<file path="src/m4i_pkg.sv">
`default_nettype none
package m4i_pkg;

   localparam int ELEM_WIDTH_DEF = 32;
   localparam int FRAC_BITS_DEF  = 16;
   localparam int VALUE_W        = 32;
   localparam int INDEX_W        = 4;
   localparam int THR_W          = 64;
   localparam logic [THR_W-1:0] THR_RESET = 64'd184467440737;
   localparam int NUM_ELEMS      = 16;

   // index of the i-th survivor when position s is struck out of 0..3
   function automatic logic [1:0] skip_idx(input logic [1:0] i, input logic [1:0] s);
      return (i >= s) ? i + 2'd1 : i;
   endfunction

endpackage
`default_nettype wire

</file>
<file path="src/m4i_mult.sv">
`default_nettype none
module m4i_mult #(
   parameter int ELEM_WIDTH = m4i_pkg::ELEM_WIDTH_DEF
) (
   input  wire logic                              clock,
   input  wire logic                              en,
   input  wire logic signed [ELEM_WIDTH-1:0]      op_a,
   input  wire logic signed [ELEM_WIDTH+1:0]      op_b,
   output logic signed [2*ELEM_WIDTH+1:0]         prod_ff
);
   logic signed [2*ELEM_WIDTH+1:0] prod_in;

   assign prod_in = (2*ELEM_WIDTH+2)'(op_a * op_b);

   always_ff @(posedge clock) begin
      if (en) begin
         prod_ff <= prod_in;
      end
   end
endmodule
`default_nettype wire

</file>
<file path="config.mk">
export PLATFORM = sky130hd
export DESIGN_NAME = m4i_mult
export DESIGN_NICKNAME = d
export VERILOG_FILES = /design/src/m4i_pkg.sv /design/src/m4i_mult.sv
export SDC_FILE = /design/constraint.sdc
export NUM_CORES = 2
export LEC_CHECK = 0
export ABC_CLOCK_PERIOD_IN_PS = 9900
export BUFFER_PORTS_ARGS = -buffer_cell sky130_fd_sc_hd__buf_2
export CAP_MARGIN = 20
export CORE_MARGIN = 5
export CORE_UTILIZATION = 67
export DETAILED_ROUTE_END_ITERATION = 8
export GPL_TIMING_DRIVEN = 1
export PLACE_DENSITY = 0.85
export SYNTH_ARGS = -nofsm -noshare
export SYNTH_HDL_FRONTEND = slang
export SYNTH_SLANG_ARGS = --single-unit
</file>
<file path="constraint.sdc">
create_clock -name clock -period 9.9 [get_ports clock]
set_input_delay 0.99 -clock clock [delete_from_list [all_inputs] [get_ports clock]]
set_output_delay 0.99 -clock clock [all_outputs]
set_load 0.03 [all_outputs]
</file>
==> metrics.txt <==
CTS tree=done; clk sink count=66; Syn-to-layout area delta=3.31%; count of final setup violators=0; register area share after synthesis=0.0495; pin count of the biggest net entering global routing=67; status=finished, final reports clean; Regs by FF count=prod_ff x66; die area=64800 um2; grt ovf=0; Net Count, Synth=around 5600; max reg flops=66; antenna violations before repair=1; Worst-path clk slew=70 ps; Setup crit end kind=register; Mapped Area=40100 um2; final wirelength=around 100 mm; post-CTS sizing=0; Fin. Hold Viols=0; Post-Synthesis Cells=4163; most common library cell in the layout ignoring fill and taps=fa_1; Syn. warnings=0; row cnt=89; Post-synth ARST share=0; Fmax=112 MHz; hold_ws=between 1000 and 1500 ps; core area=roughly 59000 um2; Biggest register=prod_ff; clk buf depth=2; DP Wirelength=83.5 mm; Fin Setup TNS=0 ps; placer congestion estimate=between 0.9 and 1; CTS H-Tree Depth=3; CP max FO=34; fin. max-slew vios=0; number of synthesized register bits=66; worst-margin pin slew=roughly 930 ps; initial core utilization=0.677; commonest non-fill, non-tap cells in the layout=fa_1, inv_1, nand2_1, and2_1, ha_1; Post-layout nets=5514; Remaining DRCs=0; Max Cap Viol=0; Final min period=approximately 8900 ps; Die H=roughly 250 um; DR vias=between 20000 and 30000; WL/cell=20.6 um; Worst Setup Path Type=in2reg; startpoint types=input port; top_reg_cell synth=edfxtp_1; CTS Root Cell=clkbuf_16; WP data arrival=approximately 9000 ps; total CTS buffers=9; RSZ-0062 raised after global routing=no; via/cell ratio=just under 6; gr usage total=0.330; hold bufs inserted after CTS=0; class of the worst hold path=in2reg; layout cells sized above 1=0.0468; Top Ports=roughly 130; number of synthesized flops with an enable pin=66; DR iter-0 viols=between 2000 and 2500; Unique masters post-synth=57; Post-CTS Setup Repair Bufs=0; DRT antenna net count=0; Max-slew headroom=0.376; worst endpoint required time=10010 ps; # port buffers=~130; die width=between 200 and 300 um; vias in the first global route=32200; Avg Cell Area, Syn=a little under 10 um2; global-route wire length before repair=166 mm; Pre-antenna DRT Iters=7; final worst-path cycle share=0.904
## synth_stat cells, types with 21 or more instances
| cell | instances | area share |
|---|---|---|
| fa_1 | 1142 | 0.57 |
| inv_1 | 1046 | 0.098 |
| nand2_1 | 565 | 0.053 |
| and2_1 | 534 | 0.083 |
| clkbuf_1 | 217 | 0.020 |
| ha_1 | 188 | 0.059 |
| edfxtp_1 | 66 | 0.049 |
| a21oi_1 | 58 | 0.0072 |
| nor2_1 | 58 | 0.0054 |
| xnor2_1 | 53 | 0.012 |
| o21ai_0 | 31 | 0.0039 |
| a21o_1 | 29 | 0.0054 |
| xor2_1 | 21 | 0.0046 |
## critical path, cell delays in order
cell      delay (ps)
buf_2            570
nand2_1          310
fa_1             520
fa_1             720
fa_1             520
inv_1            100
fa_1             800
inv_1            340
fa_1             590
inv_1             60
fa_1             550
inv_1             50
fa_1             480
inv_1             50
fa_1             390
ha_1             410
a21o_1           210
a21o_1           170
a21o_1           180
a211oi_1         240
o21bai_1         130
a211oi_1         240
o21ai_0          130
a31oi_1          180
xnor2_1           90
## routing by layer
layer | wire length (um) | up-vias | GRT usage
met1 | 33800 | 14800 | 0.392
li1 | - | 11800 | -
met3 | 7610 | 415 | 0.0557
met4 | 7860 | 0 | 0.202
met5 | 0 | - | 0
met2 | 51900 | 1431 | 0.567
## kinds of logic (layout without fill, tap and decap cells)
group | after synthesis | after routing | synth area share
adders and majority gates | 1330 | 1330 | 0.629
and+or+nand+nor | 1224 | 1224 | 0.152
xor gates and xnor gates | 74 | 74 | 0.0162
other | 0 | 4 | 0
AOI/OAI and AO/OA | 201 | 201 | 0.0339
DFF | 66 | 66 | 0.0495
buffers and inverters | 1268 | 1226 | 0.119
## per-stage QoR
step	area (um2)	std cells	utilization	worst slack, ps
6_report	41400	4898	0.700	953
5_1_grt	41400	4894	0.700	436
4_1_cts	41400	4894	0.700	1010
3_5_place_dp	41100	4878	0.695	656
3_3_place_gp	41100	4878	0.695	891
2_1_floorplan	40100	4163	-	1350
## area by class of cell
type	count	area (um2)
Inverter	1046	3930
Antenna cell	4	10.0
Timing Repair Buffer	164	898
Clock inverter	6	67.6
Fill cell	4246	17700
Sequential cell	66	1980
Clock buffer	10	229
Multi-Input combinational cell	2829	33300
Tap cell	773	967
## worst paths after layout
path / start / end / slack (ps) / depth (start not counted)
setup / recovery: op_a[8] / prod_ff[64]$_DFFE_PP_ / 950 / 25
hold / removal: op_a[0] / prod_ff[0]$_DFFE_PP_ / 1360 / 2
Power is left out: the tool's default activity adds up to more than one toggle a clock period on the data nets, which glitch-free logic cannot reach.
