### src/m4i_pkg.sv
`default_nettype none
package m4i_pkg;

   localparam int ELEM_WIDTH_DEF = 32;
   localparam int FRAC_BITS_DEF  = 16;
   localparam int VALUE_W        = 32;
   localparam int INDEX_W        = 4;
   localparam int THR_W          = 64;
   localparam logic [THR_W-1:0] THR_RESET = 64'd184467440737;
   localparam int NUM_ELEMS      = 16;

   // index of the i-th survivor when position s is struck out of 0..3
   function automatic logic [1:0] skip_idx(input logic [1:0] i, input logic [1:0] s);
      return (i >= s) ? i + 2'd1 : i;
   endfunction

endpackage
`default_nettype wire

### src/m4i_div.sv
`default_nettype none
module m4i_div #(
   parameter int ELEM_WIDTH = m4i_pkg::ELEM_WIDTH_DEF,
   parameter int FRAC_BITS  = m4i_pkg::FRAC_BITS_DEF
) (
   input  wire logic                                      clock,
   input  wire logic                                      reset,
   input  wire logic                                      start,
   input  wire logic [3*(ELEM_WIDTH+1)+2*FRAC_BITS-1:0]   num,
   input  wire logic [4*(ELEM_WIDTH+1)-1:0]               den,
   input  wire logic                                      neg,
   output logic                                           done_ff,
   output logic signed [ELEM_WIDTH-1:0]                   quot_ff
);
   localparam int NUM_W = 3*(ELEM_WIDTH+1) + 2*FRAC_BITS;
   localparam int DEN_W = 4*(ELEM_WIDTH+1);
   localparam int CNT_W = $clog2(NUM_W);
   localparam logic [ELEM_WIDTH:0] LIM_POS = ((ELEM_WIDTH+1)'(1) << (ELEM_WIDTH-1)) - 1'b1;

   logic                  busy_ff, busy_in, done_in, neg_ff;
   logic [CNT_W-1:0]      cnt_ff, cnt_in;
   logic [NUM_W-1:0]      num_ff;
   logic [DEN_W-1:0]      den_ff, rem_ff, rem_in;
   logic [DEN_W:0]        rem_sh;
   logic [ELEM_WIDTH:0]   q_ff, q_in, lim, q_sat;
   logic                  ge;

   always_comb begin
      rem_sh  = {rem_ff, num_ff[NUM_W-1]};
      ge      = rem_sh >= {1'b0, den_ff};
      rem_in  = ge ? DEN_W'(rem_sh - {1'b0, den_ff}) : rem_sh[DEN_W-1:0];
      // top bit is sticky overflow
      q_in    = {q_ff[ELEM_WIDTH] | q_ff[ELEM_WIDTH-1], q_ff[ELEM_WIDTH-2:0], ge};
      lim     = neg_ff ? LIM_POS + 1'b1 : LIM_POS;
      q_sat   = (q_in > lim) ? lim : q_in;
      busy_in = busy_ff;
      cnt_in  = cnt_ff;
      done_in = 1'b0;
      if (start) begin
         busy_in = 1'b1;
         cnt_in  = CNT_W'(NUM_W-1);
      end else if (busy_ff) begin
         cnt_in = cnt_ff - 1'b1;
         if (cnt_ff == '0) begin
            busy_in = 1'b0;
            done_in = 1'b1;
         end
      end
   end

   always_ff @(posedge clock) begin
      if (reset) begin
         busy_ff <= 1'b0;
         done_ff <= 1'b0;
         cnt_ff  <= '0;
      end else begin
         busy_ff <= busy_in;
         done_ff <= done_in;
         cnt_ff  <= cnt_in;
      end
   end

   always_ff @(posedge clock) begin
      if (start) begin
         num_ff <= num;
         den_ff <= den;
         neg_ff <= neg;
         rem_ff <= '0;
         q_ff   <= '0;
      end else if (busy_ff) begin
         num_ff <= num_ff << 1;
         rem_ff <= rem_in;
         q_ff   <= q_in;
         if (cnt_ff == '0) begin
            quot_ff <= neg_ff ? -q_sat[ELEM_WIDTH-1:0] : q_sat[ELEM_WIDTH-1:0];
         end
      end
   end
endmodule
`default_nettype wire

### config.mk
export PLATFORM = sky130hd
export DESIGN_NAME = m4i_div
export DESIGN_NICKNAME = d
export VERILOG_FILES = /design/src/m4i_pkg.sv /design/src/m4i_div.sv
export SDC_FILE = /design/constraint.sdc
export NUM_CORES = 1
export LEC_CHECK = 0
export ABC_AREA = 1
export BUFFER_PORTS_ARGS = -buffer_cell sky130_fd_sc_hd__buf_2
export CAP_MARGIN = 10
export CORE_ASPECT_RATIO = 0.6
export CORE_MARGIN = 5
export CORE_UTILIZATION = 40
export CTS_CLUSTER_DIAMETER = 50
export CTS_CLUSTER_SIZE = 10
export DETAILED_ROUTE_END_ITERATION = 10
export GPL_TIMING_DRIVEN = 0
export SETUP_SLACK_MARGIN = 0.3
export SKIP_LAST_GASP = 1
export SYNTH_ARGS = -nofsm -noshare
export SYNTH_HDL_FRONTEND = slang
export SYNTH_SLANG_ARGS = --single-unit
### constraint.sdc
create_clock -name clock -period 8.9 [get_ports clock]
set_input_delay 0.445 -clock clock [delete_from_list [all_inputs] [get_ports clock]]
set_output_delay 0.445 -clock clock [all_outputs]
set_load 0.02 [all_outputs]
==> flow_summary.yaml, run 1 <==
logic_synthesis:
  yosysWarnings: 0
  ys_types: 57
  postSynthRegisterBits: 471
  yosysSeqAreaShare_pct: 39.6
  synth_area_per_cell_um2: 7.16
  syn_inst: 4374
  syn_nets: 4809
  syn-cell-area_mm2: 0.0313
finish:
  utilization_pct: 48.1
  drive_gt1_share_pct: 10.4
  antenna_cells: 0
  final_nets: 5308
  register_area_mm2: 0.0124
  fin_area_mm2: 0.0373
  fillers: 8006
  multi_input_area_mm2: 0.0162
  syn_to_final_growth_pct: 19.3
placement:
  io_buffers: 299
  gp_congestion: 1.03
  place_area_mm2: 0.0343
  dpl.hpwl_mm: 115
cts:
  cts-resized-gates: 0
  cts_root_buf: "clkbuf_16"
  numClockSinks: 471
  clk_latency_ns: 0.64
  cts.htree.levels: 2
  tritoncts: "yes"
  path_clk_slew_ns: 0.06
  ctsLongestPathBuffers: 3
  numCtsBuffers: 56
drt:
  drt-initial-drc-count: 4008
  dr.pass1.iters: 6
  drcViolationCount: 0
  antenna_left: 0
  via_per_inst: 5.42
  drt_wl_total_mm: 140
  wl_per_cell_um: 23.4
  num_vias: 32400
die:
  core_mm2: 0.0776
  io_pins: 300
  die_y_um: 227
  die-area_mm2: 0.0842
  die_w_um: 371
  initial_core_util_pct: 40.4
  rows: 79
worst_setup_path:
  path_max_fanout: 10
  critPathMaxStageDelay_ns: 0.49
  critPathArrivalTime_ns: 7.14
  endpoint_kind: "register"
  crit_type: "register to register"
  worstPathRequired_ns: 9.29
  cp_common_cell: "nand2_1"
  worstSetupStartpointType: "register"
  cp_slowest_cell: "buf_1"
sta:
  grt_setup_unrepaired: "false"
  hold_ws_ns: 0.0316
  final-setup-viol-count: 0
  max_freq_mhz: 148
  skew_ns: 0.0280
  min_period_ns: 6.75
  worst_pin_slew_ns: 1.44
  slew_headroom_pct: 3.16
  drv_slew: 0
  finalHoldViolations: 0
  finalCritPeriodShare_pct: 75.9
worst_hold_path:
  min_path_type: "input port to register"
global_routing:
  grt_pass1_vias: 29100
  track_usage_pct: 32.1
  grt_first_pass_wirelength_mm: 196
  antenna_found_initial: 7
  gr-total-overflow: 0
  grt_max_degree: 80
power_and_ir_drop:
  p_leak_nw: 17.1
  finalPower_mw: 5.36
  ir_drop_mv: 0.146
  power.density_mw_per_mm2: 144
flow_run:
  max_cap_viol_count: 0
run_status:
  status: "finished clean"
-- synth_stat cells, drive strengths merged --
library cell,count,area share (%)
o2111ai,4,0.11
a21boi,5,0.12
edfxtp,296,28
o21bai,38,0.95
a32o,6,0.19
nand3b,9,0.22
nand2b,1,0.020
o211ai,37,0.90
dfxtp,175,11
and2,2,0.040
xnor2,55,1.5
inv,572,6.9
xor2,23,0.64
nor3b,2,0.048
a21oi,320,5.2
ha,167,6.7
nor3,40,0.66
o221ai,3,0.12
nand4,40,0.80
o21ai,339,5.5
a221oi,1,0.028
and3,4,0.080
a22o,1,0.028
fa,1,0.064
o22ai,34,0.68
nand3,173,2.9
clkbuf,62,0.74
buf,42,1.0
a31oi,11,0.22
o21a,12,0.29
clkinv,3,0.036
nor4,8,0.16
a21o,24,0.58
a31o,1,0.028
o311ai,1,0.028
nor2,499,6.3
a211oi,4,0.096
or2,8,0.16
nand2,1351,16
-- final cells by class --
cell class	count	area share, %
clock buffer	92	4.17
clock inverter	11	0.442
sequential	471	33.2
inverter	575	5.78
tap	1053	3.53
timing repair buffer	441	7.99
buffer	104	1.47
multi-input combinational	3224	43.4
-- final timing paths --
path / from / end / slack [ns] / cells past startpoint
worst max-delay path: den_ff[91] / quot_ff[30] / 2.15 / 35
worst min-delay path: den[118] / den_ff[118] / 0.03 / 1
worst max register to register: den_ff[91] / quot_ff[30] / 2.15 / 35
worst min register to register: rem_ff[47] / rem_ff[47] / 0.47 / 2
-- critical path, delay by kind of cell (launching register included) --
kind                       cells  cell delay (ns)
and+or+nand+nor               24             3.64
buffers and inverters          8             1.60
adders and majority gates      3             0.91
DFF                            1             0.32
-- flip-flops by register name (all words and copies together), names as in the netlist --
signal	count
busy_ff	1
cnt_ff	8
den_ff	132
done_ff	1
neg_ff	1
num_ff	131
q_ff	33
quot_ff	32
rem_ff	132
-- per-layer routing --
metal | vias to the layer above | wire length (µm) | GRT usage, %
li1 | 15400 | - | -
met1 | 15300 | 70600 | 53.4
met2 | 1643 | 48000 | 38.4
met3 | 116 | 19400 | 11.8
met4 | 2 | 1700 | 3.98
met5 | - | 12 | 0
-- where the power goes --
group | switching, mW | total (mW) | internal [mW] | leakage (nW)
Combinational | 0.425 | 0.647 | 0.222 | 12.0
Clock | 0.957 | 2.21 | 1.26 | 0.826
Sequential | 0.0357 | 2.50 | 2.47 | 4.35
Total | 1.42 | 5.36 | 3.94 | 17.1
-- stage by stage --
stage | instances | TNS [ns] | setup slack (ns)
after floorplan | 4374 | 0 | 3.65
after global routing | 5971 | 0 | 1.87
after CTS | 5970 | 0 | 2.33
after detailed placement | 5734 | 0 | 2.37
after global placement | 5726 | -194.67 | -1.42
final | 5971 | 0 | 2.15
-- cells in the final DEF, fill, tap and decap left out, types with 39 or more instances in the layout --
| cell type | synthesis | routed |
|---|---|---|
| nand2_1 | 1329 | 1329 |
| a21oi_1 | 316 | 316 |
| dfxtp_1 | 175 | 175 |
| xnor2_1 | 55 | 55 |
| o21ai_1 | 87 | 87 |
| ha_1 | 167 | 167 |
| o21ai_0 | 246 | 246 |
| nand3_1 | 165 | 165 |
| clkbuf_1 | 62 | 95 |
| dlygate4sd3_1 | 0 | 133 |
| inv_1 | 563 | 563 |
| nor3_1 | 39 | 39 |
| buf_2 | 14 | 314 |
| clkbuf_16 | 0 | 56 |
| nor2_1 | 466 | 465 |
| nand4_1 | 40 | 40 |
| edfxtp_1 | 296 | 296 |
-- logic make-up after synthesis --
logic type	after synthesis	share of synthesized area [%]
compound gates	841	15.0
xor+xnor	78	2.18
buf+inv	679	8.64
fa+ha+maj	168	6.74
simple gates	2137	27.8
flops	471	39.6
-- timing repair --
action	in CTS	in global routing
setup buffers	0	0
hold buffers	133	0
hold endpoints to repair	134	0
No activity file was read; power rests on OpenSTA's default activity.
==> run 2: changes to the inputs <==
Settings changed: ABC_AREA 1 to 0.
Clock period 8.9 ns to 7.07 ns, I/O delays scaled along.
==> run 2 against run 1 <==
  * Worst setup slack worse by 1.8 ns
  * Clock-buffer cell count is 8 higher
  * Utilization rose by 3.2 points
  * Die area fell by 7.5%
  * Global-route usage shrank 4.8 points
  * Final cell count fell by 19%
  * Clock power increased by 35%
  * Area after synthesis shrank 7.7%
  * Sequential cell count unchanged
  * Sequential share of layout area increased by 0.48 points
  * Critical path depth stayed put
  * Worst hold slack improved by 0.021 ns
  * Critical path type unchanged
  * Largest cell class unchanged
  * Highest routed layer is now met4
==> flow_summary.yaml, run 2 <==
sta:
  hold_ws_ns: 0.0526
  skew_ns: 0.0664
  grt_setup_unrepaired: "true"
  finalHoldViolations: 0
  final-setup-viol-count: 0
  worst_pin_slew_ns: 1.35
  drv_slew: 0
  min_period_ns: 6.72
  tns_ns: 0
  slew_headroom_pct: 10.1
  finalCritPeriodShare_pct: 95.1
  max_freq_mhz: 149
placement:
  dpl.hpwl_mm: 81.1
  gp_congestion: 1.01
  io_buffers: 299
  place_area_mm2: 0.0317
  dp_cells: 4416
worst_setup_path:
  endpoint_kind: "register"
  worstSetupStartpointType: "register"
  crit_type: "register to register"
  critPathArrivalTime_ns: 7.11
  cp_common_cell: "a21oi_1"
  regToRegSetupSlack_ns: 0.35
  critPathMaxStageDelay_ns: 0.50
  crit_buf_inv: 8
  r2r_start: "den_ff[100]"
  reg2reg_to: "quot_ff[30]"
  critPathTopFamily: "compound AO/OA/AOI/OAI gates"
  rr_worst_depth: 35
  cp_slowest_cell: "a2111o_1"
  worstPathRequired_ns: 7.45
  path_max_fanout: 10
global_routing:
  gr-total-overflow: 0
  grt_first_pass_wirelength_mm: 162
  antenna_found_initial: 7
  track_usage_pct: 27.3
  grt_pass1_vias: 25300
  grt_max_degree: 91
drt:
  drt_wl_total_mm: 110
  via_per_inst: 5.70
  wl_per_cell_um: 22.9
  antenna_left: 0
  drt-initial-drc-count: 3422
  num_vias: 27500
  dr.pass1.iters: 6
  drcViolationCount: 0
cts:
  cts_root_buf: "clkbuf_16"
  clk_latency_ns: 0.67
  numClockSinks: 471
  cts.htree.levels: 2
  tritoncts: "yes"
  path_clk_slew_ns: 0.06
  ctsLongestPathBuffers: 3
  numCtsBuffers: 59
run_status:
  status: "finished clean"
finish:
  final_common_cell: "buf_2"
  layout.cells.non_filler: 4817
  syn_to_final_growth_pct: 27.5
  fin_area_mm2: 0.0368
  layout_common_cells: "333 x buf_2, 330 x nor2_1, 322 x a21oi_1, 296 x edfxtp_1, 264 x dlygate4sd3_1"
  drive_gt1_share_pct: 17.9
  reg.largest.list: "den_ff: 132 flops, rem_ff: 132 flops, num_ff: 131 flops"
  fillers: 6694
  final_nets: 4219
logic_synthesis:
  synth_commonest_cells: "336 x a21oi_1, 335 x nor2_1, 296 x edfxtp_1"
  synth_top_area_share_pct: 30.8
  yosysWarnings: 0
  synth_area_per_cell_um2: 9.20
  ys_types: 91
  synth_edf_count: 296
  synthTopCellsByArea: "edfxtp_1 31%, dfxtp_1 12%, ha_1 7.2%"
  synth.most_common_cell: "a21oi_1"
  postSynthRegisterBits: 471
  async_flop_share_pct: 0
  synthFlopType: "edfxtp_1"
  syn_nets: 3575
  syn-cell-area_mm2: 0.0289
  yosysTopAreaCell: "edfxtp_1"
  syn_inst: 3140
  yosysSeqAreaShare_pct: 42.9
die:
  rows: 76
  die-area_mm2: 0.0779
  initial_core_util_pct: 40.3
  core_mm2: 0.0717
  die_y_um: 218
  die_w_um: 357
  io_pins: 300
worst_hold_path:
  min_from: "num[10]"
  min_path_type: "input port to register"
  whs_path_depth: 2
  worstHoldEndpoint: "num_ff[10]"
power_and_ir_drop:
  ir_drop_mv: 0.203
  power.density_mw_per_mm2: 229
  finalPower_mw: 8.43
  p_leak_nw: 14.9
flow_run:
  max_cap_viol_count: 0
## run 2: cell count changes in the layout (fill, tap and decap cells not counted), moves of 84 or more
cell	before	now
a211oi_1	4	88
dlygate4sd3_1	133	264
inv_1	563	193
mux2_2	0	137
nand2_1	1329	259
nand3_1	165	32
nor2_1	465	330
## run 2: how the worst max path moves through the flow
stage / slack (ns) / to / cells past startpoint / from
after floorplan: 1.11 / quot_ff[30] / 35 / den_ff[1]
after global placement: -1.33 / quot_ff[20] / 32 / den_ff[112]
after detailed placement: -1.29 / quot_ff[22] / 32 / den_ff[112]
after CTS: 0.31 / quot_ff[30] / 34 / den_ff[1]
after global routing: 0.18 / quot_ff[30] / 37 / den_ff[34]
final: 0.35 / quot_ff[30] / 35 / den_ff[100]
## run 2: metal layers
layer,routed length [µm],GRT usage (%),vias to the layer above
met5,0,0,-
met4,2190,5.72,0
met3,14600,9.85,141
met2,41100,34.9,1473
met1,52500,42.8,13100
li1,-,-,12800
## run 2: repair_timing
action / 4_1_cts / 5_1_grt
endpoints found under the hold margin: 267 / 0
resized for setup: 52 / 91
pin swaps: 8 / 19
hold buffers: 264 / 0
endpoints found under the setup margin: 29 / 15
buffers inserted: 9 / 7
## run 2: final cells by class
| class | instances | area [µm²] | share of cell area, % |
|---|---|---|---|
| multi-input cells | 2305 | 15400 | 41.8 |
| flip-flops and latches | 471 | 12400 | 33.7 |
| repair buffers | 583 | 4370 | 11.9 |
| clock buffers | 100 | 1690 | 4.59 |
| well taps | 975 | 1220 | 3.31 |
| plain buffers | 166 | 797 | 2.16 |
| inverters | 198 | 756 | 2.05 |
| clock inverters | 12 | 208 | 0.564 |
| diodes | 7 | 17.5 | 0.0476 |
## run 2: logic make-up after synthesis
kind of cell	synth area share, %
mux	6.93
buf+inv	5.04
xor+xnor	3.70
fa+ha+maj	7.30
flops	42.9
simple gates	14.2
compound gates	19.9
## run 2: metrics by stage
stage | setup WS (ns) | utilization [%]
4_1_cts | 0.306 | 50.9
3_5_place_dp | -1.29 | 44.2
3_3_place_gp | -1.33 | 44.1
6_report | 0.348 | 51.4
2_1_floorplan | 1.11 | -
5_1_grt | 0.179 | 51.4
## run 2: where the power goes
part / internal [mW] / total [mW] / switching (mW)
sequential: 3.17 / 3.28 / 0.110
combinational: 0.801 / 2.16 / 1.36
clock: 1.71 / 2.99 / 1.28
